[config.mk]
export PLATFORM = sky130hd
export DESIGN_NAME = rts_pulse_frame_decoder_top_flat
export DESIGN_NICKNAME = d
export VERILOG_FILES = /design/src/rtl/core/rpfd_pkg.sv /design/src/rtl/core/rpfd_if.sv /design/src/rtl/core/rpfd_state_mem.sv /design/src/rtl/core/rpfd_frame_mem.sv /design/src/rtl/core/rts_pulse_frame_decoder_top.sv /design/src/flat_wrapper.sv
export VERILOG_INCLUDE_DIRS = /design/src /design/src/rtl/core
export SDC_FILE = /design/constraint.sdc
export NUM_CORES = 1
export LEC_CHECK = 0
export ABC_AREA = 1
export BUFFER_PORTS_ARGS = -buffer_cell sky130_fd_sc_hd__buf_2
export CAP_MARGIN = 25
export CORE_MARGIN = 1
export CORE_UTILIZATION = 32
export DETAILED_ROUTE_END_ITERATION = 8
export GPL_ROUTABILITY_DRIVEN = 0
export SLEW_MARGIN = 5
export SYNTH_ARGS = -nofsm -noshare
export SYNTH_HDL_FRONTEND = slang
export SYNTH_SLANG_ARGS = --single-unit
[constraint.sdc]
create_clock -name i_clk -period 5.35 [get_ports i_clk]
set_input_delay 1.07 -clock i_clk [delete_from_list [all_inputs] [get_ports i_clk]]
set_output_delay 1.07 -clock i_clk [all_outputs]
set_load 0.02 [all_outputs]
[src/rtl/core/rts_pulse_frame_decoder_top_macros.svh]
// Assertion macros for the decoder top level.
// Define NO_ASSERTIONS to compile the checks out.
`ifndef RTS_PULSE_FRAME_DECODER_TOP_MACROS_SVH
`define RTS_PULSE_FRAME_DECODER_TOP_MACROS_SVH

`ifndef NO_ASSERTIONS

// Check that is held off while reset is asserted.
`define RPFD_ASSERT(lbl, prop, msg) \
    lbl: assert property (@(posedge i_clk) disable iff (!i_rst_n) prop) else $error(msg);

// Check that is also evaluated during reset.
`define RPFD_ASSERT_RST(lbl, prop, msg) \
    lbl: assert property (@(posedge i_clk) prop) else $error(msg);

`else

`define RPFD_ASSERT(lbl, prop, msg)
`define RPFD_ASSERT_RST(lbl, prop, msg)

`endif

`endif

[src/rtl/core/rpfd_pkg.sv]
`default_nettype none

package rpfd_pkg;

    // Frame geometry.
    localparam int FRAME_LEN = 7;
    localparam logic [2:0] LAST_BYTE = 3'd6;
    localparam logic [2:0] BIT_MSB = 3'd7;
    localparam logic [2:0] LAST_READ = 3'd6;

    // Pulse timing limits in microseconds.
    localparam logic [15:0] T_DATA_MIN = 16'd660;
    localparam logic [15:0] T_DATA_TRIM = 16'd800;
    localparam logic [15:0] T_SOFT_MIN = 16'd4200;
    localparam logic [15:0] T_SOFT_MAX = 16'd5200;
    localparam logic [15:0] T_HARD_MIN = 16'd1800;
    localparam logic [15:0] T_HARD_MAX = 16'd3200;
    localparam logic [15:0] T_ABORT = 16'd1800;
    localparam logic [15:0] T_HALVE = 16'd1100;
    localparam logic [15:0] T_SHORT = 16'd400;

    // Hardware sync counting.
    localparam logic [7:0] HARD_SYNC_MIN = 8'd4;
    localparam logic [7:0] HARD_SYNC_MAX = 8'd255;

    // Result status codes.
    typedef enum logic [2:0] {
        ST_PENDING = 3'd0,
        ST_OK      = 3'd1,
        ST_BAD_CHK = 3'd2,
        ST_TIMING  = 3'd3,
        ST_BAD_CH  = 3'd4
    } t_status;

    // Sequencer states.
    typedef enum logic [2:0] {
        S_IDLE,
        S_READ,
        S_LOOP,
        S_DECODE,
        S_DONE
    } t_fsm;

    // Per-channel receiver state, one memory word.
    typedef struct packed {
        logic       synced;
        logic [7:0] hard_sync_count;
        logic       soft_sync_seen;
        logic       half_bit_pending;
        logic [7:0] byte_accumulator;
        logic [2:0] bit_position;
        logic [2:0] byte_index;
    } t_chan_state;

    localparam t_chan_state CHAN_STATE_RST = '{
        synced:           1'b0,
        hard_sync_count:  8'd0,
        soft_sync_seen:   1'b0,
        half_bit_pending: 1'b0,
        byte_accumulator: 8'd0,
        bit_position:     3'd7,
        byte_index:       3'd0
    };

    // Write-back request to the channel state memory.
    typedef struct packed {
        logic        en;
        logic [3:0]  chan;
        t_chan_state data;
    } t_state_wr;

    // One result item.
    typedef struct packed {
        t_status     status;
        logic [3:0]  out_channel;
        logic [7:0]  key_byte;
        logic [3:0]  command;
        logic [15:0] rolling_code;
        logic [15:0] address_low;
        logic [7:0]  address_high;
    } t_result;

endpackage

`default_nettype wire

[src/rtl/core/rpfd_if.sv]
`default_nettype none

// Pulse input channel.
interface rpfd_pulse_if;
    logic        valid;
    logic        ready;
    logic [3:0]  channel;
    logic        level;
    logic [15:0] pulse_us;

    modport source (output valid, channel, level, pulse_us, input ready);
    modport sink (input valid, channel, level, pulse_us, output ready);
endinterface

// Decoded result channel.
interface rpfd_frame_if;
    logic        valid;
    logic        ready;
    logic [2:0]  status;
    logic [3:0]  out_channel;
    logic [7:0]  key_byte;
    logic [3:0]  command;
    logic [15:0] rolling_code;
    logic [15:0] address_low;
    logic [7:0]  address_high;

    modport source (
        output valid, status, out_channel, key_byte, command, rolling_code,
               address_low, address_high,
        input  ready
    );
    modport sink (
        input  valid, status, out_channel, key_byte, command, rolling_code,
               address_low, address_high,
        output ready
    );
endinterface

`default_nettype wire

[src/rtl/core/rpfd_state_mem.sv]
`default_nettype none

module rpfd_state_mem
    import rpfd_pkg::*;
#(
    parameter int CHANNELS = 8
) (
    input  wire logic        i_clk,
    input  wire logic        i_rst_n,
    input  wire logic        i_rd_en,
    input  wire logic [3:0]  i_rd_chan,
    input  wire t_state_wr   i_wr,
    output t_chan_state      o_rd_data
);

    localparam int CH_AW = (CHANNELS > 1) ? $clog2(CHANNELS) : 1;

    t_chan_state               r_mem [CHANNELS];
    logic [CHANNELS-1:0]       r_valid;
    t_chan_state               r_rd_data;
    logic                      r_rd_hit;

    // Storage and registered read port.
    always_ff @(posedge i_clk) begin
        if (i_wr.en) begin
            r_mem[i_wr.chan[CH_AW-1:0]] <= i_wr.data;
        end
        if (i_rd_en) begin
            r_rd_data <= r_mem[i_rd_chan[CH_AW-1:0]];
        end
    end

    // Written flags: an entry never written reads as the reset state.
    always_ff @(posedge i_clk) begin
        if (!i_rst_n) begin
            r_valid  <= '0;
            r_rd_hit <= 1'b0;
        end else begin
            if (i_wr.en) begin
                r_valid[i_wr.chan[CH_AW-1:0]] <= 1'b1;
            end
            if (i_rd_en) begin
                r_rd_hit <= r_valid[i_rd_chan[CH_AW-1:0]];
            end
        end
    end

    assign o_rd_data = r_rd_hit ? r_rd_data : CHAN_STATE_RST;

endmodule

`default_nettype wire

[src/rtl/core/rpfd_frame_mem.sv]
`default_nettype none

module rpfd_frame_mem
    import rpfd_pkg::*;
#(
    parameter int CHANNELS = 8
) (
    input  wire logic                                 i_clk,
    input  wire logic                                 i_wr_en,
    input  wire logic [$clog2(CHANNELS*FRAME_LEN)-1:0] i_wr_addr,
    input  wire logic [7:0]                           i_wr_data,
    input  wire logic                                 i_rd_en,
    input  wire logic [$clog2(CHANNELS*FRAME_LEN)-1:0] i_rd_addr,
    output logic [7:0]                                o_rd_data
);

    localparam int FB_DEPTH = CHANNELS * FRAME_LEN;

    logic [7:0] r_mem [FB_DEPTH];
    logic [7:0] r_rd_data;

    // Raw frame bytes, one write and one registered read per cycle.
    always_ff @(posedge i_clk) begin
        if (i_wr_en) begin
            r_mem[i_wr_addr] <= i_wr_data;
        end
        if (i_rd_en) begin
            r_rd_data <= r_mem[i_rd_addr];
        end
    end

    assign o_rd_data = r_rd_data;

endmodule

`default_nettype wire

[src/rtl/core/rts_pulse_frame_decoder_top.sv]
// Sequence: a sync-phase or bad-channel pulse goes from the state read straight to the result;
// a data pulse runs its half-bit steps (one per cycle) and then writes the channel state back;
// the pulse that ends a frame writes the state back with its last step, then reads the frame back.
// Throughput: one pulse at a time; the next transfer is taken the cycle after the result
// enters the output register.
// Reset: synchronous, active low; channel state reads as its reset value at once.
`default_nettype none
`include "rts_pulse_frame_decoder_top_macros.svh"

module rts_pulse_frame_decoder_top
    import rpfd_pkg::*;
#(
    parameter int CHANNELS = 8
) (
    input  wire logic     i_clk,
    input  wire logic     i_rst_n,
    rpfd_pulse_if.sink    i_pulse,
    rpfd_frame_if.source  o_frame
);

    localparam int CH_AW = (CHANNELS > 1) ? $clog2(CHANNELS) : 1;
    localparam int FB_AW = $clog2(CHANNELS * FRAME_LEN);
    localparam logic [4:0] CH_LIMIT = 5'(CHANNELS);

    t_fsm        r_fsm, n_fsm;
    logic [3:0]  r_ch, n_ch;
    logic        r_lvl, n_lvl;
    logic        r_bad, n_bad;
    logic [15:0] r_d, n_d;
    t_chan_state r_st, n_st;
    t_result     r_res, n_res;
    t_result     r_out, n_out;
    logic        r_outv, n_outv;
    logic [2:0]  r_dec_cnt, n_dec_cnt;
    logic [7:0]  r_prev, n_prev;
    logic [3:0]  r_chk, n_chk;
    logic [3:0]  r_rx_chk, n_rx_chk;
    logic [7:0]  r_b6, n_b6;

    logic             smem_rd_en;
    t_state_wr        smem_wr;
    t_chan_state      smem_rd_data;
    logic             fmem_wr_en;
    logic [FB_AW-1:0] fmem_wr_addr;
    logic [7:0]       fmem_wr_data;
    logic             fmem_rd_en;
    logic [FB_AW-1:0] fmem_rd_addr;
    logic [7:0]       fmem_rd_data;
    logic             in_xfer;

    // Location of one frame byte of a channel.
    function automatic logic [FB_AW-1:0] fb_addr(input logic [3:0] ch, input logic [2:0] idx);
        logic [CH_AW+2:0] base;
        base = {ch[CH_AW-1:0], 3'b000} - {3'b000, ch[CH_AW-1:0]};
        return FB_AW'(base + {{CH_AW{1'b0}}, idx});
    endfunction

    rpfd_state_mem #(
        .CHANNELS (CHANNELS)
    ) u_state_mem (
        .i_clk     (i_clk),
        .i_rst_n   (i_rst_n),
        .i_rd_en   (smem_rd_en),
        .i_rd_chan (n_ch),
        .i_wr      (smem_wr),
        .o_rd_data (smem_rd_data)
    );

    rpfd_frame_mem #(
        .CHANNELS (CHANNELS)
    ) u_frame_mem (
        .i_clk     (i_clk),
        .i_wr_en   (fmem_wr_en),
        .i_wr_addr (fmem_wr_addr),
        .i_wr_data (fmem_wr_data),
        .i_rd_en   (fmem_rd_en),
        .i_rd_addr (fmem_rd_addr),
        .o_rd_data (fmem_rd_data)
    );

    assign i_pulse.ready = (r_fsm == S_IDLE);
    assign in_xfer = i_pulse.valid && i_pulse.ready;

    // Sequencer: next state, memory accesses and datapath updates.
    always_comb begin
        t_chan_state ws;
        logic [15:0] dt;
        logic [7:0]  fb;
        logic [7:0]  p;
        logic [7:0]  q;
        logic [7:0]  p6;
        logic [3:0]  chk;
        logic [2:0]  idx;

        n_fsm     = r_fsm;
        n_ch      = r_ch;
        n_lvl     = r_lvl;
        n_bad     = r_bad;
        n_d       = r_d;
        n_st      = r_st;
        n_res     = r_res;
        n_dec_cnt = r_dec_cnt;
        n_prev    = r_prev;
        n_chk     = r_chk;
        n_rx_chk  = r_rx_chk;
        n_b6      = r_b6;
        n_out     = r_out;
        n_outv    = r_outv && !o_frame.ready;

        smem_rd_en   = 1'b0;
        smem_wr.en   = 1'b0;
        smem_wr.chan = r_ch;
        smem_wr.data = r_st;
        fmem_wr_en   = 1'b0;
        fmem_wr_addr = fb_addr(r_ch, r_st.byte_index);
        fmem_wr_data = 8'd0;
        fmem_rd_en   = 1'b0;
        fmem_rd_addr = fb_addr(r_ch, r_dec_cnt);

        ws  = r_st;
        dt  = 16'd0;
        fb  = 8'd0;
        p   = 8'd0;
        q   = 8'd0;
        p6  = 8'd0;
        chk = r_chk;
        idx = r_dec_cnt - 3'd1;

        case (r_fsm)
            S_IDLE: begin
                // Capture the pulse and fetch its channel state.
                if (in_xfer) begin
                    n_ch       = i_pulse.channel;
                    n_lvl      = i_pulse.level;
                    n_d        = i_pulse.pulse_us;
                    n_bad      = ({1'b0, i_pulse.channel} >= CH_LIMIT);
                    smem_rd_en = !n_bad;
                    n_fsm      = S_READ;
                end
            end

            S_READ: begin
                n_res = '{status: ST_PENDING, out_channel: r_ch, default: '0};
                ws    = smem_rd_data;
                n_st  = ws;
                if (r_bad) begin
                    n_res.status = ST_BAD_CH;
                    n_fsm        = S_DONE;
                end else if (ws.synced) begin
                    n_fsm = S_LOOP;
                end else if (ws.soft_sync_seen && r_d >= T_DATA_MIN) begin
                    // Software sync done: this pulse opens the data.
                    dt = (r_d >= T_DATA_TRIM) ? r_d - T_DATA_TRIM : 16'd0;
                    ws.hard_sync_count = 8'd0;
                    ws.soft_sync_seen  = 1'b0;
                    ws.synced          = 1'b1;
                    n_st               = ws;
                    n_d                = dt;
                    if (dt < T_SHORT) begin
                        smem_wr.en   = 1'b1;
                        smem_wr.data = ws;
                        n_fsm        = S_DONE;
                    end else begin
                        n_fsm = S_LOOP;
                    end
                end else if (r_lvl && ws.hard_sync_count >= HARD_SYNC_MIN &&
                             r_d >= T_SOFT_MIN && r_d <= T_SOFT_MAX) begin
                    ws.soft_sync_seen = 1'b1;
                    smem_wr.en        = 1'b1;
                    smem_wr.data      = ws;
                    n_fsm             = S_DONE;
                end else if (r_d >= T_HARD_MIN && r_d <= T_HARD_MAX) begin
                    if (ws.hard_sync_count != HARD_SYNC_MAX) begin
                        ws.hard_sync_count = ws.hard_sync_count + 8'd1;
                    end
                    smem_wr.en   = 1'b1;
                    smem_wr.data = ws;
                    n_fsm        = S_DONE;
                end else begin
                    // Sync broken: start the search over.
                    ws.hard_sync_count = 8'd0;
                    ws.soft_sync_seen  = 1'b0;
                    smem_wr.en         = 1'b1;
                    smem_wr.data       = ws;
                    n_fsm              = S_DONE;
                end
            end

            S_LOOP: begin
                // One Manchester half-bit step per cycle.
                if (r_d == 16'd0) begin
                    smem_wr.en = 1'b1;
                    n_fsm      = S_DONE;
                end else if (r_st.byte_index != LAST_BYTE && r_d > T_ABORT) begin
                    ws.synced           = 1'b0;
                    ws.half_bit_pending = 1'b0;
                    ws.byte_accumulator = 8'd0;
                    ws.bit_position     = BIT_MSB;
                    ws.byte_index       = 3'd0;
                    smem_wr.en          = 1'b1;
                    smem_wr.data        = ws;
                    n_st                = ws;
                    n_res.status        = ST_TIMING;
                    n_fsm               = S_DONE;
                end else begin
                    n_d = (r_d > T_HALVE) ? (r_d >> 1) : 16'd0;
                    if (!ws.half_bit_pending) begin
                        ws.half_bit_pending = 1'b1;
                    end else begin
                        ws.half_bit_pending = 1'b0;
                        if (ws.bit_position != 3'd0) begin
                            ws.byte_accumulator = ws.byte_accumulator |
                                                  (8'(r_lvl) << ws.bit_position);
                            ws.bit_position     = ws.bit_position - 3'd1;
                        end else begin
                            // Byte complete: store it.
                            fb                  = ws.byte_accumulator | 8'(r_lvl);
                            fmem_wr_en          = 1'b1;
                            fmem_wr_data        = fb;
                            ws.byte_accumulator = 8'd0;
                            ws.bit_position     = BIT_MSB;
                            if (ws.byte_index == LAST_BYTE) begin
                                ws.synced     = 1'b0;
                                ws.byte_index = 3'd0;
                                smem_wr.en    = 1'b1;
                                smem_wr.data  = ws;
                                n_b6          = fb;
                                n_dec_cnt     = 3'd0;
                                n_chk         = 4'd0;
                                n_prev        = 8'd0;
                                n_fsm         = S_DECODE;
                            end else begin
                                ws.byte_index = ws.byte_index + 3'd1;
                            end
                        end
                    end
                    n_st = ws;
                end
            end

            S_DECODE: begin
                // Read bytes back one per cycle, de-chain and fold the checksum.
                if (r_dec_cnt != LAST_READ) begin
                    fmem_rd_en = 1'b1;
                end
                if (r_dec_cnt != 3'd0) begin
                    p      = (idx == 3'd0) ? fmem_rd_data : (fmem_rd_data ^ r_prev);
                    n_prev = fmem_rd_data;
                    q      = (idx == 3'd1) ? {p[7:4], 4'b0000} : p;
                    chk    = r_chk ^ q[3:0] ^ q[7:4];
                    n_chk  = chk;
                    case (idx)
                        3'd0: n_res.key_byte = p;
                        3'd1: begin
                            n_res.command = p[7:4];
                            n_rx_chk      = p[3:0];
                        end
                        3'd2: n_res.rolling_code[15:8] = p;
                        3'd3: n_res.rolling_code[7:0]  = p;
                        3'd4: n_res.address_low[7:0]   = p;
                        3'd5: n_res.address_low[15:8]  = p;
                        default: ;
                    endcase
                end
                if (r_dec_cnt == LAST_READ) begin
                    // Last byte comes from the register, chained to byte five.
                    p6                 = r_b6 ^ fmem_rd_data;
                    chk                = chk ^ p6[3:0] ^ p6[7:4];
                    n_res.address_high = p6;
                    n_res.status       = (chk == r_rx_chk) ? ST_OK : ST_BAD_CHK;
                    n_fsm              = S_DONE;
                end
                n_dec_cnt = r_dec_cnt + 3'd1;
            end

            S_DONE: begin
                // Hand the result to the output register once it is free.
                if (!r_outv || o_frame.ready) begin
                    n_out  = r_res;
                    n_outv = 1'b1;
                    n_fsm  = S_IDLE;
                end
            end

            default: begin
                n_fsm = S_IDLE;
            end
        endcase
    end

    // State register.
    always_ff @(posedge i_clk) begin
        if (!i_rst_n) begin
            r_fsm <= S_IDLE;
        end else begin
            r_fsm <= n_fsm;
        end
    end

    // Datapath and output registers.
    always_ff @(posedge i_clk) begin
        if (!i_rst_n) begin
            r_outv <= 1'b0;
        end else begin
            r_outv <= n_outv;
        end
        r_ch      <= n_ch;
        r_lvl     <= n_lvl;
        r_bad     <= n_bad;
        r_d       <= n_d;
        r_st      <= n_st;
        r_res     <= n_res;
        r_out     <= n_out;
        r_dec_cnt <= n_dec_cnt;
        r_prev    <= n_prev;
        r_chk     <= n_chk;
        r_rx_chk  <= n_rx_chk;
        r_b6      <= n_b6;
    end

    // Output port.
    assign o_frame.valid        = r_outv;
    assign o_frame.status       = r_out.status;
    assign o_frame.out_channel  = r_out.out_channel;
    assign o_frame.key_byte     = r_out.key_byte;
    assign o_frame.command      = r_out.command;
    assign o_frame.rolling_code = r_out.rolling_code;
    assign o_frame.address_low  = r_out.address_low;
    assign o_frame.address_high = r_out.address_high;

    // Checks on the sequencer.
    `RPFD_ASSERT_RST(a_reset_clears,
        !i_rst_n |=> (!o_frame.valid && i_pulse.ready),
        "reset left a result or a busy sequencer")
    `RPFD_ASSERT(a_wb_phase,
        smem_wr.en |-> (r_fsm == S_READ || r_fsm == S_LOOP),
        "channel state written outside a pulse")
    `RPFD_ASSERT(a_fb_write,
        fmem_wr_en |-> (r_fsm == S_LOOP && !r_bad),
        "frame byte written outside the bit loop")
    `RPFD_ASSERT(a_bad_ch_empty,
        (o_frame.valid && o_frame.status == ST_BAD_CH) |->
            (o_frame.key_byte == 8'd0 && o_frame.rolling_code == 16'd0),
        "bad channel result carries frame data")

endmodule

`default_nettype wire
[src/flat_wrapper.sv]
// flat-port wrapper written by rule: the top's interface ports become plain ports
module rts_pulse_frame_decoder_top_flat import rpfd_pkg::*;
#(
    parameter int CHANNELS = 8
)
  (i_clk, i_rst_n, i_pulse_valid, i_pulse_channel, i_pulse_level, i_pulse_pulse_us, i_pulse_ready, o_frame_valid, o_frame_status, o_frame_out_channel, o_frame_key_byte, o_frame_command, o_frame_rolling_code, o_frame_address_low, o_frame_address_high, o_frame_ready);
  rpfd_pulse_if i_pulse_i ();
  rpfd_frame_if o_frame_i ();
  input  wire logic i_clk;
  input  wire logic i_rst_n;
  input wire logic [$bits(i_pulse_i.valid)-1:0] i_pulse_valid;
  input wire logic [$bits(i_pulse_i.channel)-1:0] i_pulse_channel;
  input wire logic [$bits(i_pulse_i.level)-1:0] i_pulse_level;
  input wire logic [$bits(i_pulse_i.pulse_us)-1:0] i_pulse_pulse_us;
  output wire logic [$bits(i_pulse_i.ready)-1:0] i_pulse_ready;
  output wire logic [$bits(o_frame_i.valid)-1:0] o_frame_valid;
  output wire logic [$bits(o_frame_i.status)-1:0] o_frame_status;
  output wire logic [$bits(o_frame_i.out_channel)-1:0] o_frame_out_channel;
  output wire logic [$bits(o_frame_i.key_byte)-1:0] o_frame_key_byte;
  output wire logic [$bits(o_frame_i.command)-1:0] o_frame_command;
  output wire logic [$bits(o_frame_i.rolling_code)-1:0] o_frame_rolling_code;
  output wire logic [$bits(o_frame_i.address_low)-1:0] o_frame_address_low;
  output wire logic [$bits(o_frame_i.address_high)-1:0] o_frame_address_high;
  input wire logic [$bits(o_frame_i.ready)-1:0] o_frame_ready;
  assign i_pulse_i.valid = i_pulse_valid;
  assign i_pulse_i.channel = i_pulse_channel;
  assign i_pulse_i.level = i_pulse_level;
  assign i_pulse_i.pulse_us = i_pulse_pulse_us;
  assign i_pulse_ready = i_pulse_i.ready;
  assign o_frame_valid = o_frame_i.valid;
  assign o_frame_status = o_frame_i.status;
  assign o_frame_out_channel = o_frame_i.out_channel;
  assign o_frame_key_byte = o_frame_i.key_byte;
  assign o_frame_command = o_frame_i.command;
  assign o_frame_rolling_code = o_frame_i.rolling_code;
  assign o_frame_address_low = o_frame_i.address_low;
  assign o_frame_address_high = o_frame_i.address_high;
  assign o_frame_i.ready = o_frame_ready;
  rts_pulse_frame_decoder_top #(.CHANNELS(CHANNELS)) u_core (.i_clk(i_clk), .i_rst_n(i_rst_n), .i_pulse(i_pulse_i), .o_frame(o_frame_i));
endmodule
==> results.toml, run 1 <==
[outcome]
status = "complete, no violations"

[synthesis]
ys_seq_area_share_pct = 71.7
syn_area_per_cell_um2 = 12.4
synth_area_leaders = "edfxtp_1 (71%), nor2_1 (5.9%), nand2_1 (3.6%)"
synth_top_cell_area_share_pct = 70.8
synth_area_leader_cell = "edfxtp_1"
synth.distinct_cells = 55
yosysWarnings = 0
syn_area_um2 = 36900
async_flop_share_pct = 0
synth_nets = 3028
synth_cells = 2980
synth_edf_count = 870
ys.flop_type = "edfxtp_1"
ys_ff_latch = 886

[setup_path]
reg2reg_to = "u_core.u_frame_mem.r_mem[52][5]$_DFFE_PP_"
crit_family = "simple AND/OR/NAND/NOR gates"
critPathBufInv = 3
worstRegToRegCells = 12
crit_top_cell = "nor2_1"
cpMaxStageDelayCell = "nor2_1"
critPathKind = "register to register"
end_kind = "register"
worstPathArrival_ns = 4.63
r2r_start = "u_core.r_ch[0]$_DFF_P_"
critPathMaxFanout = 9
crit_path_start_kind = "register"
slowest_delay_ns = 0.86
r2r_slack_ns = 0.99
crit_path_cell_trace = "inv_2 -> ha_1 -> xnor2_1 -> ha_1 -> inv_1 -> nor2_1 -> nor2_1 -> xnor2_1 -> inv_1 -> nor2_1 -> nand2_1 -> nor2_1"
crit_required_ns = 5.61

[placed_design]
place_ws_ns = 1.02
port_buffers = 85
hpwlAfterDp_um = 54400
dpl_cell_area_um2 = 39100

[routing]
met3WireLength_um = 5520
top_layer = "met5"
drt-met1-wl_um = 39900
ant_nets = 0
dr.first_iter.drc_count = 2113
vias_per_cell = 5.04
drc_errors = 0
vias = 23400
wl_per_cell_um = 19.4
wl_met2_um = 42400
first_pass_iters = 5
routed_wirelength_um = 89900

[job]
maxCapViolations = 0

[clock_tree]
cts_resized = 0
ctsHoldBuffers = 0
cts-htree-levels = 3
cts_root_buffer = "clkbuf_16"
postCtsSetupBuffers = 0
clock_latency_ns = 0.66
ctsLongestPathBuffers = 3
numCtsBuffers = 89
cts_tree = "done"
clock_sinks = 886
path_clk_slew_ns = 0.06

[sta]
maxSlewHeadroom_pct = 29.1
skew_ns = 0.0367
report.final.slew_viol_count = 0
fmax_mhz = 229
worst_pin_slew_ns = 1.06
finalWorstSetupSlack_ns = 0.987
post-route-period-util_pct = 81.5
rsz0062_at_grt = "no"
hold_violations = 0
setup_viol = 0
fin_crit_ns = 4.36
timing.setup.tns_ns = 0

[power_and_ir_drop]
p_int_mw = 12.7
p_sw_share_pct = 30.9
power.density_nw_per_um2 = 436
p_comb_share_pct = 22.6
seq_power_share_pct = 43.4
p_switching_mw = 5.66
peakVddDrop_v = 0.000362
leakage_nw = 15.6
clkPwrFrac_pct = 34.0

[worst_hold_path]
hold_path_end = "u_core.o_frame.out_channel[0]$_DFFE_PP_"
hp-start = "u_core.r_res[52]$_DFFE_PP_"
hold_depth = 0
hold_class = "register to register"

[global_routing]
antenna_found_initial = 3
grtUsageTotal_pct = 15.0
grt_pass1_wl_um = 136000
grt_pass1_vias = 22400
grt_max_degree = 111
overflow = 0

[floorplan]
io_pins = 86
die_h_um = 342
dieArea_um2 = 117000
die_w_um = 342
core_area_um2 = 114000
rows = 124
start_util_pct = 32.3

[final_layout]
num-nets-final = 3106
final_cell_area_um2 = 42100
syn2layout_area_growth_pct = 14.1
drive_gt1_share_pct = 11.9
==> state kept, by name (all words and copies together) (netlist names), 16 cells and up <==
register	cells
u_core.r_st	25
u_core.r_res	59
u_core.r_d	16
u_core.u_frame_mem.r_mem	448
u_core.u_state_mem.r_mem	200
u_core.o_frame.address_low	16
u_core.o_frame.rolling_code	16
u_core.u_state_mem.r_rd_data	25
==> metrics by stage <==
stage                     power (mW)  cells  hold slack [ns]  util (%)
after floorplan                 10.9   2980            0.400         -
after global placement          12.2   4468            0.401      34.1
after detailed placement        12.2   4473            0.405      34.2
after CTS                       18.4   4631            0.415      36.7
after global routing            19.1   4638            0.421      36.8
final                           18.4   4638            0.410      36.8
==> worst register-to-register path, delay by kind of cell (launching register included) <==
family | cells | cell delay [ns]
AND/OR/NAND/NOR | 5 | 1.56
XOR/XNOR | 2 | 0.80
flip-flops | 1 | 0.56
adder cells (fa/ha/maj) | 2 | 0.56
buffers and inverters | 3 | 0.51
==> layout by cell type, fill, tap and decap left out, types with 7 or more instances in the layout <==
cell type / netlist / routed
inv_1: 125 / 122
clkinv_1: 0 / 24
nand4_1: 9 / 9
xor2_1: 19 / 19
clkbuf_1: 96 / 17
nand3_1: 124 / 124
clkbuf_16: 0 / 90
nor2_4: 4 / 11
buf_2: 41 / 85
nand2_1: 352 / 352
inv_2: 20 / 19
nand2_2: 21 / 21
dfxtp_1: 16 / 16
a21oi_2: 11 / 11
and3_1: 8 / 8
bufinv_16: 0 / 11
nor2_1: 582 / 574
nor3_1: 16 / 16
o21ai_1: 17 / 16
o32ai_1: 112 / 112
nand2_4: 10 / 10
a31oi_1: 35 / 35
o21ai_0: 244 / 244
nor2_2: 6 / 7
o211ai_1: 15 / 15
o22ai_1: 36 / 36
o21bai_1: 50 / 50
edfxtp_1: 870 / 870
ha_1: 21 / 20
a21oi_1: 27 / 25
xnor2_1: 21 / 20
clkinv_2: 0 / 11
buf_4: 6 / 46
==> cells in the mapped netlist (all sizes together), types with 35 or more instances <==
cell    number
clkbuf      96
o21bai      50
nand2      383
inv        147
o22ai       36
buf         61
a21oi       38
a31oi       35
nor2       593
nand3      125
o21ai      262
edfxtp     870
o32ai      112
==> cell families (layout without fill, tap and decap cells) <==
logic type	count (synthesis)	in the layout	synth area share [%]
other cells	0	1	0
flops	886	886	71.7
simple gates	1151	1151	13.0
compound gates	571	571	9.94
fa+ha+maj	23	23	0.820
buf+inv	305	450	3.47
xor+xnor	44	44	1.13
==> layout make-up <==
cell class | instances | area, µm²
Fill cell | 10800 | 72200
Sequential cell | 886 | 26400
Multi-Input combinational cell | 1789 | 9300
Clock buffer | 107 | 2320
Tap cell | 1512 | 1890
Timing Repair Buffer | 144 | 1010
Clock inverter | 51 | 582
Inverter | 148 | 571
Antenna cell | 1 | 2.50
==> power by group through the flow <==
stage	Clock (mW)	Sequential [mW]	Combinational, mW
detailed placement	0	8.12	4.11
global route	6.59	7.99	4.56
global placement	0	8.12	4.07
CTS	6.34	7.97	4.12
finish	6.24	7.98	4.15
floorplan	0	8.09	2.81
==> worst max-delay path by stage <==
stage / from / endpoint / cells after the start
2_1_floorplan: o_frame_ready / u_core.o_frame.address_high[0]$_DFFE_PP_ / 2
3_3_place_gp: u_core.r_ch[0]$_DFF_P_ / u_core.u_frame_mem.r_mem[52][4]$_DFFE_PP_ / 12
3_5_place_dp: u_core.r_ch[0]$_DFF_P_ / u_core.u_frame_mem.r_mem[52][5]$_DFFE_PP_ / 12
4_1_cts: u_core.r_ch[0]$_DFF_P_ / u_core.u_frame_mem.r_mem[52][5]$_DFFE_PP_ / 12
5_1_grt: u_core.r_ch[0]$_DFF_P_ / u_core.u_frame_mem.r_mem[52][3]$_DFFE_PP_ / 12
6_report: u_core.r_ch[0]$_DFF_P_ / u_core.u_frame_mem.r_mem[52][5]$_DFFE_PP_ / 12
==> per-layer routing <==
layer | track usage (%) | vias up
li1 | - | 10900
met1 | 20.9 | 11600
met2 | 24.0 | 718
met3 | 2.56 | 141
met4 | 4.62 | 2
met5 | 0 | -
(Power assumes the default switching activity.)
==> inputs of run 2 (changes only) <==
- clock period: 5.35 -> 4.55 ns (I/O delays scaled with it)
==> run 2 against run 1 <==
  * Clock power grew 13%
  * Combinational power grew 19%
  * Register-to-register slack lost 0.25 ns
  * Power grew 16%
  * Highest routed layer is now met4
  * Fmax grew 14%
  * Largest cell class unchanged
  * Via count grew 0.80%
  * Sequential share of layout area shrank 0.32 points
==> results.toml, run 2 (synthesis gave the netlist of run 1 again) <==
[routing]
drc_errors = 0
ant_nets = 0
first_pass_iters = 5
wl_per_cell_um = 19.1
vias = 23600
dr.first_iter.drc_count = 2193
routed_wirelength_um = 89500
vias_per_cell = 5.03

[setup_path]
crit_path_start_kind = "register"
end_kind = "register"
crit_path_cell_trace = "inv_1 -> ha_1 -> inv_1 -> fa_4 -> buf_12 -> o21ai_0 -> o32ai_1 -> nand2_1 -> nand3_1 -> nand3_1 -> nand2_1 -> nand2_1 -> o21ai_1"
crit_family = "adder cells"
critPathKind = "register to register"
slowest_delay_ns = 1.17
crit_required_ns = 5.05
crit_top_cell = "nand2_1"
cpMaxStageDelayCell = "fa_4"
worstPathArrival_ns = 4.31
critPathBufInv = 3
critPathMaxFanout = 78

[placed_design]
dp_cells = 4516
port_buffers = 85
hpwlAfterDp_um = 54100
dpl_cell_area_um2 = 39500

[sta]
fmax_mhz = 262
holdWs_ns = 0.408
fin_crit_ns = 3.81
setup_viol = 0
timing.setup.tns_ns = 0
post-route-period-util_pct = 83.8
maxSlewHeadroom_pct = 33.4
report.final.slew_viol_count = 0
worst_pin_slew_ns = 0.989
skew_ns = 0.0380
rsz0062_at_grt = "no"
hold_violations = 0

[final_layout]
largest_reg_flops = 448
max_flop_register = "u_core.u_frame_mem.r_mem"
num-nets-final = 3147
drive_gt1_share_pct = 13.0
final_cell_area_um2 = 42300
syn2layout_area_growth_pct = 14.7
final_cell_mix = "edfxtp_1 (870), nor2_1 (574), nand2_1 (352)"
fillers = 11000
fin_cells = 4686
reg_top3 = "u_core.u_frame_mem.r_mem x448, u_core.u_state_mem.r_mem x200, u_core.r_res x59"
final_common_cell = "edfxtp_1"

[clock_tree]
clock_sinks = 886
cts_tree = "done"
cts_resized = 0
cts_root_buffer = "clkbuf_16"
ctsLongestPathBuffers = 3
path_clk_slew_ns = 0.06
ctsHoldBuffers = 0
cts-htree-levels = 3
clock_latency_ns = 0.66
postCtsSetupBuffers = 0
numCtsBuffers = 91

[floorplan]
rows = 124
start_util_pct = 32.3
die_w_um = 342
dieArea_um2 = 117000
io_pins = 86
core_area_um2 = 114000
die_h_um = 342

[global_routing]
grtUsageTotal_pct = 15.0
grt_pass1_wl_um = 135000
grt_pass1_vias = 22400
grt_max_degree = 148
antenna_found_initial = 2
overflow = 0

[power_and_ir_drop]
p_switching_mw = 6.70
seq_power_share_pct = 44.0
p_sw_share_pct = 31.4
leakage_nw = 15.8
power.density_nw_per_um2 = 504
clkPwrFrac_pct = 32.9
p_int_mw = 14.6
p_comb_share_pct = 23.1
peakVddDrop_v = 0.000322

[job]
maxCapViolations = 0

[outcome]
status = "complete, no violations"

[worst_hold_path]
hold_class = "register to register"
## run 2: cell types whose count changed in the layout (fill, tap and decap cells not counted), moves of 3 or more
| cell | before | now |
|---|---|---|
| buf_12 | 4 | 12 |
| buf_16 | 4 | 0 |
| buf_4 | 46 | 83 |
| bufinv_16 | 11 | 2 |
| clkbuf_1 | 17 | 25 |
| clkbuf_16 | 90 | 93 |
## run 2: per-stage QoR
stage	util [%]	power [mW]	setup slack (ns)
global route	37.0	22.3	0.452
global placement	34.5	14.4	0.869
floorplan	-	12.8	0.212
finish	37.0	21.3	0.737
detailed placement	34.6	14.5	0.822
CTS	37.0	21.5	0.791
## run 2: final timing paths
path | slack (ns) | to | start | depth (start not counted)
worst min-delay path | 0.41 | u_core.o_frame.out_channel[2]$_DFFE_PP_ | u_core.r_res[54]$_DFFE_PP_ | 0
worst min register to register | 0.41 | u_core.o_frame.out_channel[2]$_DFFE_PP_ | u_core.r_res[54]$_DFFE_PP_ | 0
worst max-delay path | 0.74 | u_core.u_frame_mem.o_rd_data[6]$_DFFE_PP_ | u_core.r_ch[1]$_DFF_P_ | 13
worst max register to register | 0.74 | u_core.u_frame_mem.o_rd_data[6]$_DFFE_PP_ | u_core.r_ch[1]$_DFF_P_ | 13
## run 2: power groups by stage
| stage | Clock, mW | Sequential (mW) | Combinational [mW] |
|---|---|---|---|
| floorplan | 0 | 9.52 | 3.31 |
| global placement | 0 | 9.55 | 4.86 |
| detailed placement | 0 | 9.55 | 4.91 |
| CTS | 7.17 | 9.38 | 4.92 |
| global route | 7.47 | 9.39 | 5.41 |
| finish | 7.02 | 9.38 | 4.93 |
## run 2: worst register-to-register path, stage by stage, from the launching register on
cell	delay, ns
dfxtp_1	0.46
inv_1	0.13
ha_1	0.36
inv_1	0.11
fa_4	1.17
buf_12	0.40
o21ai_0	0.18
o32ai_1	0.13
nand2_1	0.08
nand3_1	0.12
nand3_1	0.16
nand2_1	0.20
nand2_1	0.11
o21ai_1	0.09
## run 2: final cells by class
cell class | instances | area [µm²] | share of cell area (%)
diodes | 1 | 2.50 | 0.00591
repair buffers | 183 | 1320 | 3.11
flip-flops and latches | 886 | 26400 | 62.5
clock buffers | 119 | 2430 | 5.75
multi-input cells | 1789 | 9300 | 22.0
inverters | 148 | 571 | 1.35
well taps | 1512 | 1890 | 4.47
clock inverters | 48 | 369 | 0.872
## run 2: routing by layer
| metal | track usage, % | part of all wire [%] | up-vias |
|---|---|---|---|
| met5 | 0 | 0 | - |
| met4 | 4.91 | 2.6 | 0 |
| met3 | 2.67 | 6.5 | 137 |
| met2 | 23.8 | 47 | 757 |
| met1 | 20.8 | 44 | 11700 |
| li1 | - | - | 11000 |
==> inputs of run 3 (changes only) <==
- clock period: 4.55 -> 3.6 ns (I/O delays scaled with it)
==> run 3 against run 2 <==
  * Critical path depth increased by 5
  * Clock skew is 0.022 ns higher
  * Clock power is 27% higher
  * Final area increased by 1.4%
  * Largest cell class unchanged
  * Largest power group unchanged
==> results.toml, run 3 (synthesis gave the netlist of run 1 again) <==
[outcome]
status = "complete, no violations"

[sta]
worst_pin_slew_ns = 1.05
report.final.slew_viol_count = 0
post-route-period-util_pct = 90.9
finalWorstSetupSlack_ns = 0.328
setup_viol = 0
timing.setup.tns_ns = 0
skew_ns = 0.0598
fin_crit_ns = 3.27
hold_violations = 0
rsz0062_at_grt = "no"
fmax_mhz = 306
maxSlewHeadroom_pct = 29.6

[floorplan]
core_area_um2 = 114000
die_w_um = 342
dieArea_um2 = 117000
rows = 124
io_pins = 86
die_h_um = 342
start_util_pct = 32.3

[placed_design]
port_buffers = 85
hpwlAfterDp_um = 56200
place_ws_ns = 0.367

[setup_path]
worstPathArrival_ns = 3.60
crit_path_start_kind = "register"
critPathMaxFanout = 25
r2r_slack_ns = 0.33
crit_required_ns = 3.93
end_kind = "register"
reg2reg_to = "u_core.u_state_mem.r_mem[6][1]$_DFFE_PP_"
worstRegToRegCells = 18
r2r_start = "u_core.r_d[5]$_DFFE_PP_"
critPathKind = "register to register"

[power_and_ir_drop]
p_int_mw = 18.7
power.density_nw_per_um2 = 633
peakVddDrop_v = 0.000529
p_comb_share_pct = 23.4
seq_power_share_pct = 43.6
leakage_nw = 16.1
clkPwrFrac_pct = 32.9
p_switching_mw = 8.47
p_sw_share_pct = 31.2

[clock_tree]
ctsHoldBuffers = 0
cts_resized = 0
numCtsBuffers = 90
cts_root_buffer = "clkbuf_16"
clock_sinks = 886
postCtsSetupBuffers = 0
ctsLongestPathBuffers = 3
path_clk_slew_ns = 0.06
cts-htree-levels = 3
cts_tree = "done"
clock_latency_ns = 0.68

[final_layout]
reg_top3 = "u_core.u_frame_mem.r_mem x448, u_core.u_state_mem.r_mem x200, u_core.r_res x59"
num-nets-final = 3194
drive_gt1_share_pct = 14.3
syn2layout_area_growth_pct = 16.3
max_flop_register = "u_core.u_frame_mem.r_mem"
final_common_cell = "edfxtp_1"
largest_reg_flops = 448
final_cell_mix = "edfxtp_1 (870), nor2_1 (574), nand2_1 (352)"
antennaDiodeCount = 0

[job]
maxCapViolations = 0

[worst_hold_path]
hold_class = "input pin to register"
hp-start = "i_pulse_pulse_us[3]"
hold_path_end = "u_core.r_d[3]$_DFFE_PP_"
hold_depth = 2

[global_routing]
grtUsageTotal_pct = 15.4
grt_pass1_vias = 22600
overflow = 0
grt_pass1_wl_um = 139000
antenna_found_initial = 1
grt_max_degree = 81

[routing]
first_pass_iters = 7
vias = 23600
dr.first_iter.drc_count = 2317
routed_wirelength_um = 91700
wl_per_cell_um = 19.4
vias_per_cell = 5.00
drc_errors = 0
ant_nets = 0
[run 3: cell types whose count changed in the layout (fill, tap and decap cells not counted), sizes merged, moves of 2 or more]
cell and delta:
bufinv +2, clkinvlp -2, clkbuf -13, buf +49, clkinv +4
[run 3: critical path, stage by stage, from the launching register on]
cell,delay [ns]
edfxtp_1,0.48
inv_1,0.25
ha_1,0.26
nand2_2,0.10
nand2_4,0.11
nand2_4,0.07
nor2_4,0.10
xor2_2,0.15
nand2_1,0.07
nor2_1,0.10
nand2_1,0.08
nand2_1,0.09
nand2_2,0.09
nand2_4,0.16
nand2_4,0.20
nand2_4,0.20
nand2_2,0.09
inv_1,0.11
buf_12,0.22
[run 3: cell type report]
cell class	instances	area, µm²
Tap cell	1512	1890
Multi-Input combinational cell	1789	9300
Clock inverter	51	454
Clock buffer	107	2350
Inverter	148	571
Timing Repair Buffer	231	1910
Fill cell	10900	71400
Sequential cell	886	26400
[run 3: worst max path at each step]
stage / slack, ns / endpoint / start
global route: 0.08 / u_core.u_state_mem.r_mem[4][2]$_DFFE_PP_ / u_core.r_d[5]$_DFFE_PP_
global placement: 0.38 / u_core.u_state_mem.r_mem[4][19]$_DFFE_PP_ / u_core.r_d[5]$_DFFE_PP_
CTS: 0.33 / u_core.u_state_mem.r_mem[4][2]$_DFFE_PP_ / u_core.r_d[5]$_DFFE_PP_
detailed placement: 0.37 / u_core.u_state_mem.r_mem[4][19]$_DFFE_PP_ / u_core.r_d[5]$_DFFE_PP_
finish: 0.33 / u_core.u_state_mem.r_mem[6][1]$_DFFE_PP_ / u_core.r_d[5]$_DFFE_PP_
floorplan: 0.04 / u_core.u_frame_mem.r_mem[0][0]$_DFFE_PP_ / u_core.r_d[5]$_DFFE_PP_
[run 3: through the flow]
step / cell area (µm²) / hold slack, ns / total power [mW] / std cells / utilization [%]
floorplan: 36900 / 0.400 / 16.2 / 2980 / -
global placement: 40100 / 0.401 / 18.4 / 4564 / 35.1
detailed placement: 40100 / 0.405 / 18.4 / 4565 / 35.1
CTS: 42900 / 0.302 / 27.3 / 4723 / 37.5
global route: 42900 / 0.321 / 28.4 / 4724 / 37.5
finish: 42900 / 0.341 / 27.2 / 4724 / 37.5
[run 3: power groups by stage]
stage	Sequential (mW)	Combinational, mW	Clock, mW
detailed placement	12.1	6.34	0
global route	11.9	7.01	9.48
global placement	12.1	6.30	0
floorplan	12.0	4.18	0
finish	11.9	6.37	8.94
CTS	11.8	6.36	9.10
[run 3: per-layer routing]
layer  track usage, %  routed length (µm)  vias to the layer above
met5                0                   0                        -
met4             4.36                1830                        0
met3             2.23                5280                      129
met2             24.0               42800                      723
met1             22.2               41700                    11700
li1                 -                   -                    11100
